$ cat src/rtl/offset_search_match_vote_top_assert.svh
// Assertion macros for the offset search match vote block.
// Used by offset_search_match_vote_top; expects clk and rst_n in scope.
`ifndef OFFSET_SEARCH_MATCH_VOTE_TOP_ASSERT_SVH
`define OFFSET_SEARCH_MATCH_VOTE_TOP_ASSERT_SVH

// Check that a condition holds at every clock edge outside reset.
`define OSMV_ASSERT_ALWAYS(lbl, cond, msg) \
  lbl: assert property (@(posedge clk) disable iff (!rst_n) (cond)) \
    else $error(msg);

// Check that a consequent holds in the same cycle as its antecedent.
`define OSMV_ASSERT_IMP(lbl, ante, cons, msg) \
  lbl: assert property (@(posedge clk) disable iff (!rst_n) (ante) |-> (cons)) \
    else $error(msg);

`endif

$ cat src/rtl/osmv_pkg.sv
// Shared types and constants for the offset search match vote block.
// No dependencies; imported by offset_search_match_vote_top.
package osmv_pkg;

  localparam int MAX_SIDE  = 4096;
  localparam int CNT_W     = 19;
  localparam int MARGIN    = 32;
  localparam int SIDE_W    = 13;
  localparam int POS_W     = 16;
  localparam int MOT_W     = 15;
  localparam int SHIFT_W   = 14;
  localparam int SAMPLE_W  = 12;
  localparam int PIX_W     = 32;
  localparam int IN_DATA_W  = 120;
  localparam int OUT_DATA_W = 72;

  localparam logic [CNT_W-1:0] COUNT_MAX = '1;
  localparam logic [SIDE_W-1:0] SIDE_SAT = SIDE_W'(MAX_SIDE);
  localparam logic signed [POS_W-1:0] POS_LO = -POS_W'(MARGIN);
  localparam logic [POS_W-1:0] MARGIN_W = POS_W'(MARGIN);

  // Configuration register indexes
  typedef enum logic [2:0] {
    REG_BACK_WIDTH   = 3'd0,
    REG_BACK_HEIGHT  = 3'd1,
    REG_ORIGIN_X     = 3'd2,
    REG_ORIGIN_Y     = 3'd3,
    REG_MOTION_X_MIN = 3'd4,
    REG_MOTION_X_MAX = 3'd5,
    REG_MOTION_Y_MIN = 3'd6,
    REG_MOTION_Y_MAX = 3'd7
  } cfg_reg_t;

  // Saturating counter increment
  function automatic logic [CNT_W-1:0] sat_inc(input logic [CNT_W-1:0] c);
    sat_inc = (c == COUNT_MAX) ? c : c + CNT_W'(1);
  endfunction

endpackage

$ cat src/rtl/offset_search_match_vote_top.sv
// Offset search match vote: classifies sample comparisons, counts matches per shift
// and reports the best shift at the end of a search. Depends on osmv_pkg and
// offset_search_match_vote_top_assert.svh.
//
// Usage: each in_ beat is one frame/background sample comparison for one candidate
// shift; in_tlast closes the shift, in_tuser closes the whole search. A search closes
// with exactly one out_ beat (offset, counts, suspect flag in out_tuser); all other
// beats produce nothing.
// Throughput: one beat per cycle while in_tready is high. The result of the closing
// beat passes through the input register, classify register, result register and
// output register before out_tvalid shows it.
// A stalled receiver holds its result in the output register while beats keep
// flowing; in_tready drops, and all stages hold, only while a second result waits
// in the result stage behind an output beat that has not been taken.
// Configuration: cfg_ready is always high; write only while no beat is in flight
// (four cycles after the last accepted beat, once any result has been taken).
// Reset: registers return to 256x256 background, origin 0, motion bounds +/-9999,
// and empty match/best state; the block accepts beats as soon as reset is released.
module offset_search_match_vote_top
  import osmv_pkg::*;
(
  input  logic                  clk,
  input  logic                  rst_n,
  // in_tdata: sample_x[11:0], sample_y[23:12], shift_x[37:24], shift_y[51:38],
  //           frame_pixel[83:52], back_pixel[115:84], zero pad[119:116]
  input  logic                  in_tvalid,
  output logic                  in_tready,
  input  logic [IN_DATA_W-1:0]  in_tdata,
  input  logic                  in_tlast,   // last_sample
  input  logic                  in_tuser,   // last_shift
  // out_tdata: offset_x[14:0], offset_y[29:15], best_count[48:30],
  //            sample_total[67:49], zero pad[71:68]
  output logic                  out_tvalid,
  input  logic                  out_tready,
  output logic [OUT_DATA_W-1:0] out_tdata,
  output logic                  out_tuser,  // suspect
  input  logic                  cfg_valid,
  output logic                  cfg_ready,
  input  logic [2:0]            cfg_index,
  input  logic [MOT_W-1:0]      cfg_data
);

  `include "offset_search_match_vote_top_assert.svh"

  // Configuration registers
  logic [SIDE_W-1:0]        back_width_r, back_height_r;
  logic signed [SIDE_W-1:0] origin_x_r, origin_y_r;
  logic signed [MOT_W-1:0]  mx_min_r, mx_max_r, my_min_r, my_max_r;

  // Pipeline control
  logic adv, out_free;
  logic s0_valid_r, s1_valid_r, res_valid_r, out_valid_r;

  // Input register
  logic [SAMPLE_W-1:0]       s0_sx_r, s0_sy_r;
  logic signed [SHIFT_W-1:0] s0_hx_r, s0_hy_r;
  logic [PIX_W-1:0]          s0_fp_r, s0_bp_r;
  logic                      s0_last_s_r, s0_last_h_r;

  // Classify register
  logic                      s1_hit_r, s1_inb_r, s1_last_s_r, s1_last_h_r;
  logic signed [SHIFT_W-1:0] s1_hx_r, s1_hy_r;

  // Search state
  logic [CNT_W-1:0]          match_run_r, samples_run_r, best_r, samples_last_r;
  logic signed [SHIFT_W-1:0] best_h_r, best_v_r;
  logic [CNT_W-1:0]          match_run_nxt, samples_run_nxt, best_nxt, samples_last_nxt;
  logic signed [SHIFT_W-1:0] best_h_nxt, best_v_nxt;

  // Result register (closing beat of a search)
  logic [CNT_W-1:0]          res_best_r, res_samples_r;
  logic signed [SHIFT_W-1:0] res_h_r, res_v_r;

  // Output register
  logic signed [MOT_W-1:0] out_ox_r, out_oy_r;
  logic [CNT_W-1:0]        out_best_r, out_samples_r;
  logic                    out_suspect_r;

  // Stall only when a result has to move into an output register still held
  assign out_free  = !out_valid_r || out_tready;
  assign adv       = out_free || !res_valid_r;
  assign in_tready = adv;
  assign cfg_ready = 1'b1;

  // Configuration writes
  always_ff @(posedge clk) begin
    if (!rst_n) begin
      back_width_r  <= SIDE_W'(256);
      back_height_r <= SIDE_W'(256);
      origin_x_r    <= '0;
      origin_y_r    <= '0;
      mx_min_r      <= -MOT_W'(9999);
      mx_max_r      <= MOT_W'(9999);
      my_min_r      <= -MOT_W'(9999);
      my_max_r      <= MOT_W'(9999);
    end else if (cfg_valid) begin
      case (cfg_reg_t'(cfg_index))
        REG_BACK_WIDTH:   back_width_r  <= cfg_data[SIDE_W-1:0];
        REG_BACK_HEIGHT:  back_height_r <= cfg_data[SIDE_W-1:0];
        REG_ORIGIN_X:     origin_x_r    <= cfg_data[SIDE_W-1:0];
        REG_ORIGIN_Y:     origin_y_r    <= cfg_data[SIDE_W-1:0];
        REG_MOTION_X_MIN: mx_min_r      <= cfg_data;
        REG_MOTION_X_MAX: mx_max_r      <= cfg_data;
        REG_MOTION_Y_MIN: my_min_r      <= cfg_data;
        REG_MOTION_Y_MAX: my_max_r      <= cfg_data;
        default: ;
      endcase
    end
  end

  // Saturate the background size
  logic [SIDE_W-1:0] w_sat, h_sat;
  assign w_sat = (back_width_r  > SIDE_SAT) ? SIDE_SAT : back_width_r;
  assign h_sat = (back_height_r > SIDE_SAT) ? SIDE_SAT : back_height_r;

  // Classify: displaced position, margin test, pixel compare, motion bounds
  logic signed [POS_W-1:0] bx, by, w16, h16, w_hi, h_hi;
  logic signed [MOT_W-1:0] hx15, hy15;
  logic outside, margin_ok, pix_match, match, in_bounds;

  assign bx = $signed({{(POS_W-SAMPLE_W){1'b0}}, s0_sx_r})
            + $signed({{(POS_W-SIDE_W){origin_x_r[SIDE_W-1]}}, origin_x_r})
            + $signed({{(POS_W-SHIFT_W){s0_hx_r[SHIFT_W-1]}}, s0_hx_r});
  assign by = $signed({{(POS_W-SAMPLE_W){1'b0}}, s0_sy_r})
            + $signed({{(POS_W-SIDE_W){origin_y_r[SIDE_W-1]}}, origin_y_r})
            + $signed({{(POS_W-SHIFT_W){s0_hy_r[SHIFT_W-1]}}, s0_hy_r});
  assign w16  = $signed({{(POS_W-SIDE_W){1'b0}}, w_sat});
  assign h16  = $signed({{(POS_W-SIDE_W){1'b0}}, h_sat});
  assign w_hi = w16 + $signed(MARGIN_W);
  assign h_hi = h16 + $signed(MARGIN_W);

  assign outside   = bx[POS_W-1] || (bx >= w16) || by[POS_W-1] || (by >= h16);
  assign margin_ok = (bx >= POS_LO) && (by >= POS_LO) && (bx <= w_hi) && (by <= h_hi);
  assign pix_match = (s0_fp_r[PIX_W-1:24] == '0) &&
                     ((s0_bp_r[PIX_W-1:24] != '0) || (s0_fp_r == s0_bp_r));
  assign match     = outside ? margin_ok : pix_match;

  assign hx15 = $signed({s0_hx_r[SHIFT_W-1], s0_hx_r});
  assign hy15 = $signed({s0_hy_r[SHIFT_W-1], s0_hy_r});
  assign in_bounds = (hx15 >= mx_min_r) && (hx15 <= mx_max_r) &&
                     (hy15 >= my_min_r) && (hy15 <= my_max_r);

  // Accumulate: count, close the shift, keep the strictly better shift
  logic [CNT_W-1:0] samples_inc, match_inc;
  logic             close_shift;

  assign samples_inc = sat_inc(samples_run_r);
  assign match_inc   = s1_hit_r ? sat_inc(match_run_r) : match_run_r;
  assign close_shift = s1_last_s_r || s1_last_h_r;

  always_comb begin
    match_run_nxt    = match_inc;
    samples_run_nxt  = samples_inc;
    best_nxt         = best_r;
    best_h_nxt       = best_h_r;
    best_v_nxt       = best_v_r;
    samples_last_nxt = samples_last_r;
    if (close_shift) begin
      samples_last_nxt = samples_inc;
      if (s1_inb_r && (match_inc > best_r)) begin
        best_nxt   = match_inc;
        best_h_nxt = s1_hx_r;
        best_v_nxt = s1_hy_r;
      end
      match_run_nxt   = '0;
      samples_run_nxt = '0;
    end
  end

  // Output formatting
  logic                    use_best;
  logic [CNT_W+2:0]        best_x5, samples_x4;
  logic signed [MOT_W-1:0] org_x15, org_y15;

  assign org_x15    = $signed({{(MOT_W-SIDE_W){origin_x_r[SIDE_W-1]}}, origin_x_r});
  assign org_y15    = $signed({{(MOT_W-SIDE_W){origin_y_r[SIDE_W-1]}}, origin_y_r});
  assign use_best   = (res_best_r != '0) && (w_sat != '0) && (h_sat != '0);
  assign best_x5    = {1'b0, res_best_r, 2'b00} + {3'b000, res_best_r};
  assign samples_x4 = {1'b0, res_samples_r, 2'b00};

  // Valid bits and search state
  always_ff @(posedge clk) begin
    if (!rst_n) begin
      s0_valid_r     <= 1'b0;
      s1_valid_r     <= 1'b0;
      res_valid_r    <= 1'b0;
      out_valid_r    <= 1'b0;
      match_run_r    <= '0;
      samples_run_r  <= '0;
      best_r         <= '0;
      samples_last_r <= '0;
      best_h_r       <= '0;
      best_v_r       <= '0;
    end else begin
      if (out_free) begin
        out_valid_r <= res_valid_r;
      end
      if (adv) begin
        s0_valid_r  <= in_tvalid;
        s1_valid_r  <= s0_valid_r;
        res_valid_r <= s1_valid_r && s1_last_h_r;
        if (s1_valid_r) begin
          match_run_r   <= match_run_nxt;
          samples_run_r <= samples_run_nxt;
          if (s1_last_h_r) begin
            // clear for a new search
            best_r         <= '0;
            samples_last_r <= '0;
            best_h_r       <= '0;
            best_v_r       <= '0;
          end else begin
            best_r         <= best_nxt;
            samples_last_r <= samples_last_nxt;
            best_h_r       <= best_h_nxt;
            best_v_r       <= best_v_nxt;
          end
        end
      end
    end
  end

  // Payload stages: advance with the pipeline
  always_ff @(posedge clk) begin
    if (adv) begin
      s0_sx_r     <= in_tdata[11:0];
      s0_sy_r     <= in_tdata[23:12];
      s0_hx_r     <= in_tdata[37:24];
      s0_hy_r     <= in_tdata[51:38];
      s0_fp_r     <= in_tdata[83:52];
      s0_bp_r     <= in_tdata[115:84];
      s0_last_s_r <= in_tlast;
      s0_last_h_r <= in_tuser;

      s1_hit_r    <= in_bounds && match;
      s1_inb_r    <= in_bounds;
      s1_last_s_r <= s0_last_s_r;
      s1_last_h_r <= s0_last_h_r;
      s1_hx_r     <= s0_hx_r;
      s1_hy_r     <= s0_hy_r;

      res_best_r    <= best_nxt;
      res_samples_r <= samples_last_nxt;
      res_h_r       <= best_h_nxt;
      res_v_r       <= best_v_nxt;
    end
  end

  // Output register: load when empty or being taken, else hold the beat
  always_ff @(posedge clk) begin
    if (out_free) begin
      out_best_r    <= res_best_r;
      out_samples_r <= res_samples_r;
      out_ox_r      <= use_best ? org_x15 + $signed({res_h_r[SHIFT_W-1], res_h_r}) : org_x15;
      out_oy_r      <= use_best ? org_y15 + $signed({res_v_r[SHIFT_W-1], res_v_r}) : org_y15;
      out_suspect_r <= use_best && (best_x5 < samples_x4);
    end
  end

  assign out_tvalid = out_valid_r;
  assign out_tuser  = out_suspect_r;
  assign out_tdata  = {4'b0000, out_samples_r, out_best_r, out_oy_r, out_ox_r};

  // Checks
  `OSMV_ASSERT_ALWAYS(a_run_order, match_run_r <= samples_run_r,
    "match count of the open shift exceeds its sample count")
  `OSMV_ASSERT_IMP(a_zero_not_suspect, out_valid_r && (out_best_r == '0), !out_suspect_r,
    "suspect flag set on a search without matches")
  `OSMV_ASSERT_IMP(a_zero_at_origin, out_valid_r && (out_best_r == '0), out_ox_r == org_x15,
    "search without matches does not report the origin")

endmodule

$ cat config.mk
export PLATFORM = sky130hd
export DESIGN_NAME = offset_search_match_vote_top
export DESIGN_NICKNAME = d
export VERILOG_FILES = /design/src/rtl/osmv_pkg.sv /design/src/rtl/offset_search_match_vote_top.sv
export VERILOG_INCLUDE_DIRS = /design/src /design/src/rtl
export SDC_FILE = /design/constraint.sdc
export NUM_CORES = 1
export LEC_CHECK = 0
export ABC_AREA = 1
export ABC_CLOCK_PERIOD_IN_PS = 5300
export BUFFER_PORTS_ARGS = -buffer_cell sky130_fd_sc_hd__buf_2
export CAP_MARGIN = 15
export CORE_UTILIZATION = 32
export CTS_CLUSTER_SIZE = 20
export DETAILED_ROUTE_END_ITERATION = 16
export GPL_TIMING_DRIVEN = 0
export PLACE_DENSITY_LB_ADDON = 0.2
export SYNTH_ARGS = -nofsm -noshare
export SYNTH_HDL_FRONTEND = slang
export SYNTH_SLANG_ARGS = --single-unit
$ cat constraint.sdc
create_clock -name clk -period 5.3 [get_ports clk]
set_input_delay 0.795 -clock clk [delete_from_list [all_inputs] [get_ports clk]]
set_output_delay 0.795 -clock clk [all_outputs]
set_load 0.02 [all_outputs]
# After elaboration in Yosys (flattened, before gate mapping)

Cells that the tools add are included.

Eq/ne operators: 10
Reductions and logical operators: 37
Order comparisons: 14
Add/subtract/negate cells: 11
Muxes and demuxes: 21

Operator list:

| cell                  | number |
|---|---|
| $mux 19               | 10 |
| $mux 14               | 6 |
| $add 19x1->19 const B | 2 |
| $eq 19x19->1 const B  | 2 |
| $eq 32x32->1          | 1 |
| $add 13x14->15        | 2 |
| $add 14x14->15        | 2 |
| $ge 14x15->1          | 2 |
| $ge 15x14->1          | 2 |
| $ge 15x6->1 const B   | 2 |
| $le 14x15->1          | 2 |
| $le 15x15->1          | 2 |
| $mux 15               | 2 |
| $add 13x13->14        | 2 |
| $add 13x6->14 const B | 2 |
| $gt 13x13->1 const B  | 2 |
| $mux 13               | 2 |
| $reduce_bool 13->1    | 2 |
| $add 21x19->22        | 1 |
| $lt 22x21->1          | 1 |
| $gt 19x19->1          | 1 |
| $reduce_bool 19->1    | 1 |
| $reduce_and 2->1      | 9 |
| $logic_and 1x1->1     | 13 |
| 9 further kinds       | 20 |

Bits of input ports: 145
Bits in registers: 505
Output and inout port bits: 76
Word-level logic and storage cells: 134

# Depth between registers and ports, before layout

Depth after elaboration: 8
Mapped depth: 25
Mapped depth without buffers: 25

# Least setup slack after synthesis

OpenSTA, ideal clock, no wires.

Path type: in2reg
Start point: input out_tready
End point: register best_r[14]
Setup time: 0.070 ns
Arrival time: 5.695 ns
Setup slack: -0.465 ns
Stages on the path: 7
Buffers on the path: 2
Required time: 5.230 ns
Cells stage by stage: inv_1 > nand3_2 > nand2_1 > clkbuf_1 > buf_1 > nand2_1 > a21oi_1

Word-level cells in the longest chain between the ends: 3

RTL lines:

| item                              | RTL line                            | RTL |
|---|---|---|
| start: declaration                | offset_search_match_vote_top.sv:34  | `input logic out_tready,` |
| $logic_or 1x1->1                  | offset_search_match_vote_top.sv:80  | `assign out_free = !out_valid_r \|\| out_tready;` |
| $logic_or 1x1->1                  | offset_search_match_vote_top.sv:81  | `assign adv = out_free \|\| !res_valid_r;` |
| net in_tready                     | offset_search_match_vote_top.sv:27  | `output logic in_tready,` |
| $reduce_and 2->1 (no source line) | --                                  |  |
| end signal: assignment            | offset_search_match_vote_top.sv:212 | `best_r <= best_nxt;` |
| end: declaration                  | offset_search_match_vote_top.sv:65  | `logic [CNT_W-1:0] match_run_r, samples_run_r, best_r, samples_last_r;` |

The timed path passes the listed nets, and every way through them passes these cells.
A chain may end at the register's enable or synchronous reset.

# Final worst setup path

Start point: register s0_hx_r[1]
End point: register s1_hit_r (data pin)

Word-level cells in the longest chain between the ends: 7
Elaborated cells between the ends (all ways): 17
Classes of those cells: 1 x add/sub; 5 x order compare; 1 x mux; 10 x reduce/logical

RTL lines:

| item                                                                      | RTL line                                                                 | RTL |
|---|---|---|
| start: declaration                                                        | offset_search_match_vote_top.sv:56                                       | `logic signed [SHIFT_W-1:0] s0_hx_r, s0_hy_r;` |
| start signal: assignment                                                  | offset_search_match_vote_top.sv:227                                      | `s0_hx_r <= in_tdata[37:24];` |
| $add 14x14->15                                                            | offset_search_match_vote_top.sv:123                                      | `+ $signed({{(POS_W-SHIFT_W){s0_hx_r[SHIFT_W-1]}}, s0_hx_r});` |
| $ge 15x6->1 / $ge 15x14->1 (equally long branches)                        | offset_search_match_vote_top.sv:133, offset_search_match_vote_top.sv:132 |  |
| $logic_and 1x1->1 / $logic_or 1x1->1 (equally long branches) (3 in a row) | offset_search_match_vote_top.sv:133, offset_search_match_vote_top.sv:132 |  |
| $mux 1                                                                    | offset_search_match_vote_top.sv:136                                      | `assign match = outside ? margin_ok : pix_match;` |
| $logic_and 1x1->1 (*)                                                     | offset_search_match_vote_top.sv:234                                      | `s1_hit_r <= in_bounds && match;` |
| end signal: assignment                                                    | offset_search_match_vote_top.sv:234                                      |  |
| end: declaration                                                          | offset_search_match_vote_top.sv:61                                       | `logic s1_hit_r, s1_inb_r, s1_last_s_r, s1_last_h_r;` |

Every way passes the cells marked *; elsewhere a longest branch is shown, timed or not.

==> results.json <==
{
  "die-area_mm2": 0.0876,
  "fin_crit_sh_pct": 82.2,
  "ys_warn_count": 0,
  "grt_max_degree": 55,
  "antenna_found_initial": 5,
  "total_power_w": 0.00985,
  "worstPathMaxFanout": 4,
  "post_cts_buffers": 0,
  "cap_viol_max_count": 0,
  "synth_cells": 3170,
  "top_usage_layer": "met2",
  "nets": 3841,
  "synthArstFlopShare_pct": 0,
  "grtUsageTotal_pct": 18.4,
  "syn_area_mm2": 0.0277,
  "ff2ff_setup_slack_ps": 950,
  "grt_pass1_vias": 20800,
  "finalCriticalPeriod_ps": 4350,
  "slowest_delay_ps": 530,
  "syn2layout_area_growth_pct": 16.5,
  "root_buffer": "clkbuf_16",
  "drt-total-wl_um": 81300,
  "slew_viol_final": 0,
  "worst_pin_slew_ps": 977,
  "firstDrtPassIters": 6,
  "core_mm2": 0.0854,
  "worstRegToRegCells": 20,
  "cp_slowest_cell": "edfxtp_1",
  "required_ps": 5720,
  "synth_top_area_share_pct": 30.9,
  "worstReg2RegStart": "s0_hx_r[1]",
  "synth.most_common_cell": "nand2_1",
  "postCtsHoldBufs": 0,
  "met3_usage_pct": 2.08,
  "numCtsBuffers": 60,
  "met1_usage_pct": 26.1,
  "ant_nets": 0,
  "die_y_um": 296,
  "power_leakage_nw": 14.5,
  "setup_viol_count_final": 0,
  "first_iter_violations": 1305,
  "routed_via_density": 4.72,
  "cts_tree": "built",
  "clk_pin_slew_worst_paths_ps": 60,
  "fmax_mhz": 230,
  "synthFlopType": "edfxtp_1",
  "synth-edff-count": 285,
  "portBuffers": 205,
  "fin_hold_ws_ps": 335,
  "cp.arrival_ps": 4770,
  "peakVddDrop_uv": 218,
  "path_cells": "fa_1 > ha_1 > fa_1 > nand3_1 > nand3_1 > nand2_1 > nand2_1 > nand2_1 > nand2_1 > nand2_1 > nand2_1 > ha_1 > nand3_1 > nor3_1 > nand4_1 > nand2_1 > nor2_1 > a21oi_1 > nand3_1 > a21oi_1",
  "htree_levels": 2,
  "max-clock-path-buffers": 3,
  "critPathKind": "flip-flop to flip-flop",
  "critPathLaunchType": "flip-flop",
  "start_util_pct": 32.4,
  "cts.sinks": 505,
  "gp_congestion": 0.899,
  "seq_area_frac_synth_pct": 46.9,
  "p_per_area_mw_per_mm2": 306,
  "io_pins": 221,
  "rsz0062_at_grt": "false",
  "dr_total_vias": 21900,
  "drc_errors": 0,
  "clock_latency_ps": 630,
  "fp.dieW_um": 296,
  "rr_endpoint": "s1_hit_r",
  "synthTopCellsByCount": "737 x nand2_1, 358 x inv_1, 285 x edfxtp_1, 269 x a21oi_1, 231 x nor2_1",
  "hp-start": "in_tdata[12]",
  "fillers": 8901,
  "yosys-top-cells-area": "edfxtp_1 31%, dfxtp_1 16%, nand2_1 10%, ha_1 9.9%, a21oi_1 4.9%",
  "post_cts_resize_count": 0,
  "hold_viol": 0,
  "syn_area_per_cell_um2": 8.73,
  "ys_seq_elements": 505,
  "path_common_cell": "nand2_1",
  "yosys.area.top_type": "edfxtp_1",
  "synth_cell_types": 55,
  "fin_skew_ps": 27.8,
  "slew_headroom_pct": 34.9,
  "min_path_cells": 1,
  "hpwlAfterDp_um": 61600,
  "fp-row-count": 107,
  "status": "complete, no violations",
  "grt-ovfl-total": 0,
  "routedWlPerCell_um": 17.5,
  "met2_usage_pct": 29.9,
  "holdPathEnd": "s0_sy_r[0]",
  "hp-class": "input pin to flip-flop",
  "grt_pass1_wl_um": 123000,
  "drive_gt1_share_pct": 11.1,
  "cp-end-kind": "flip-flop"
}
critical path: cells and delay by family (launching register included):
kind,cells,cell delay (ps)
flops,1,530
fa+ha+maj,4,1570
simple gates,14,1460
compound gates,2,600
metal layers:
metal / vias to the layer above / wire length [um]
li1: 11200 / -
met1: 10200 / 39700
met2: 385 / 37200
met3: 89 / 2990
met4: 0 / 1380
met5: - / 0
sequential cells by signal (all words and copies together) (netlist names), 15 cells and up:
register and flops:
samples_last_r 19, s0_fp_r 32, my_max_r 15, out_ox_r 15, mx_min_r 15, samples_run_r 19, my_min_r 15, out_oy_r 15
out_samples_r 19, out_best_r 19, match_run_r 19, mx_max_r 15, res_best_r 19, res_samples_r 19, best_r 19, s0_bp_r 32
layout by cell type (no fill, tap or decap), types with 40 or more instances in the layout:
| master | n |
|---|---|
| nor2_1 | 231 |
| ha_1 | 220 |
| buf_2 | 226 |
| nand2_1 | 736 |
| dfxtp_1 | 220 |
| edfxtp_1 | 285 |
| nand4_1 | 40 |
| o21a_1 | 46 |
| a21oi_1 | 269 |
| xor2_1 | 62 |
| nand3_1 | 137 |
| o21ai_0 | 164 |
| inv_1 | 358 |
| clkbuf_16 | 61 |
| o211ai_1 | 66 |
| clkbuf_1 | 74 |
how the worst max path moves through the flow:
stage	from	end	slack (ps)	depth (start not counted)
after CTS	s0_hx_r[1]	s1_hit_r	840	20
final	s0_hx_r[1]	s1_hit_r	950	20
after detailed placement	s0_hx_r[1]	s1_hit_r	860	20
after global placement	out_tready	best_r[3]	-1210	8
after global routing	s0_hx_r[1]	s1_hit_r	620	20
after floorplan	out_tready	best_r[14]	1230	7
kinds of logic (layout without fill, tap and decap cells):
kind of cell / count (synthesis) / after routing / share of synthesized area, %
compound gates: 604 / 604 / 12.6
xor+xnor: 96 / 96 / 3.04
fa+ha+maj: 249 / 249 / 12.0
buf+inv: 479 / 803 / 6.78
flops: 505 / 505 / 46.9
other cells: 2 / 8 / 0.0271
simple gates: 1235 / 1235 / 18.7
layout make-up:
class	count	area [um^2]	share of cell area, %
inverter	373	1400	4.34
multi-input combinational	2191	12900	39.9
sequential	505	13000	40.2
buffer	106	475	1.47
clock inverter	35	274	0.850
antenna	1	2.50	0.00776
tap	1144	1430	4.44
clock buffer	79	1670	5.19
timing repair buffer	210	1160	3.59
report_power, final:
| group | internal, W | switching [W] | leakage (nW) | total (W) |
|---|---|---|---|---|
| logic | 0.000480 | 0.000893 | 8.51 | 0.00137 |
| registers | 0.00427 | 0.000111 | 5.01 | 0.00438 |
| clock network | 0.00237 | 0.00173 | 0.956 | 0.00410 |
metrics by stage:
stage	cells	setup slack [ps]	TNS, ps	utilization [%]	cell area (um^2)
finish	4644	945	0	37.7	32200
global route	4644	624	0	37.7	32200
CTS	4643	844	0	37.7	32200
floorplan	3175	1230	0	-	27700
global placement	4524	-1210	-105110	35.3	30200
detailed placement	4529	860	0	35.5	30300
(Power assumes the default switching activity.)
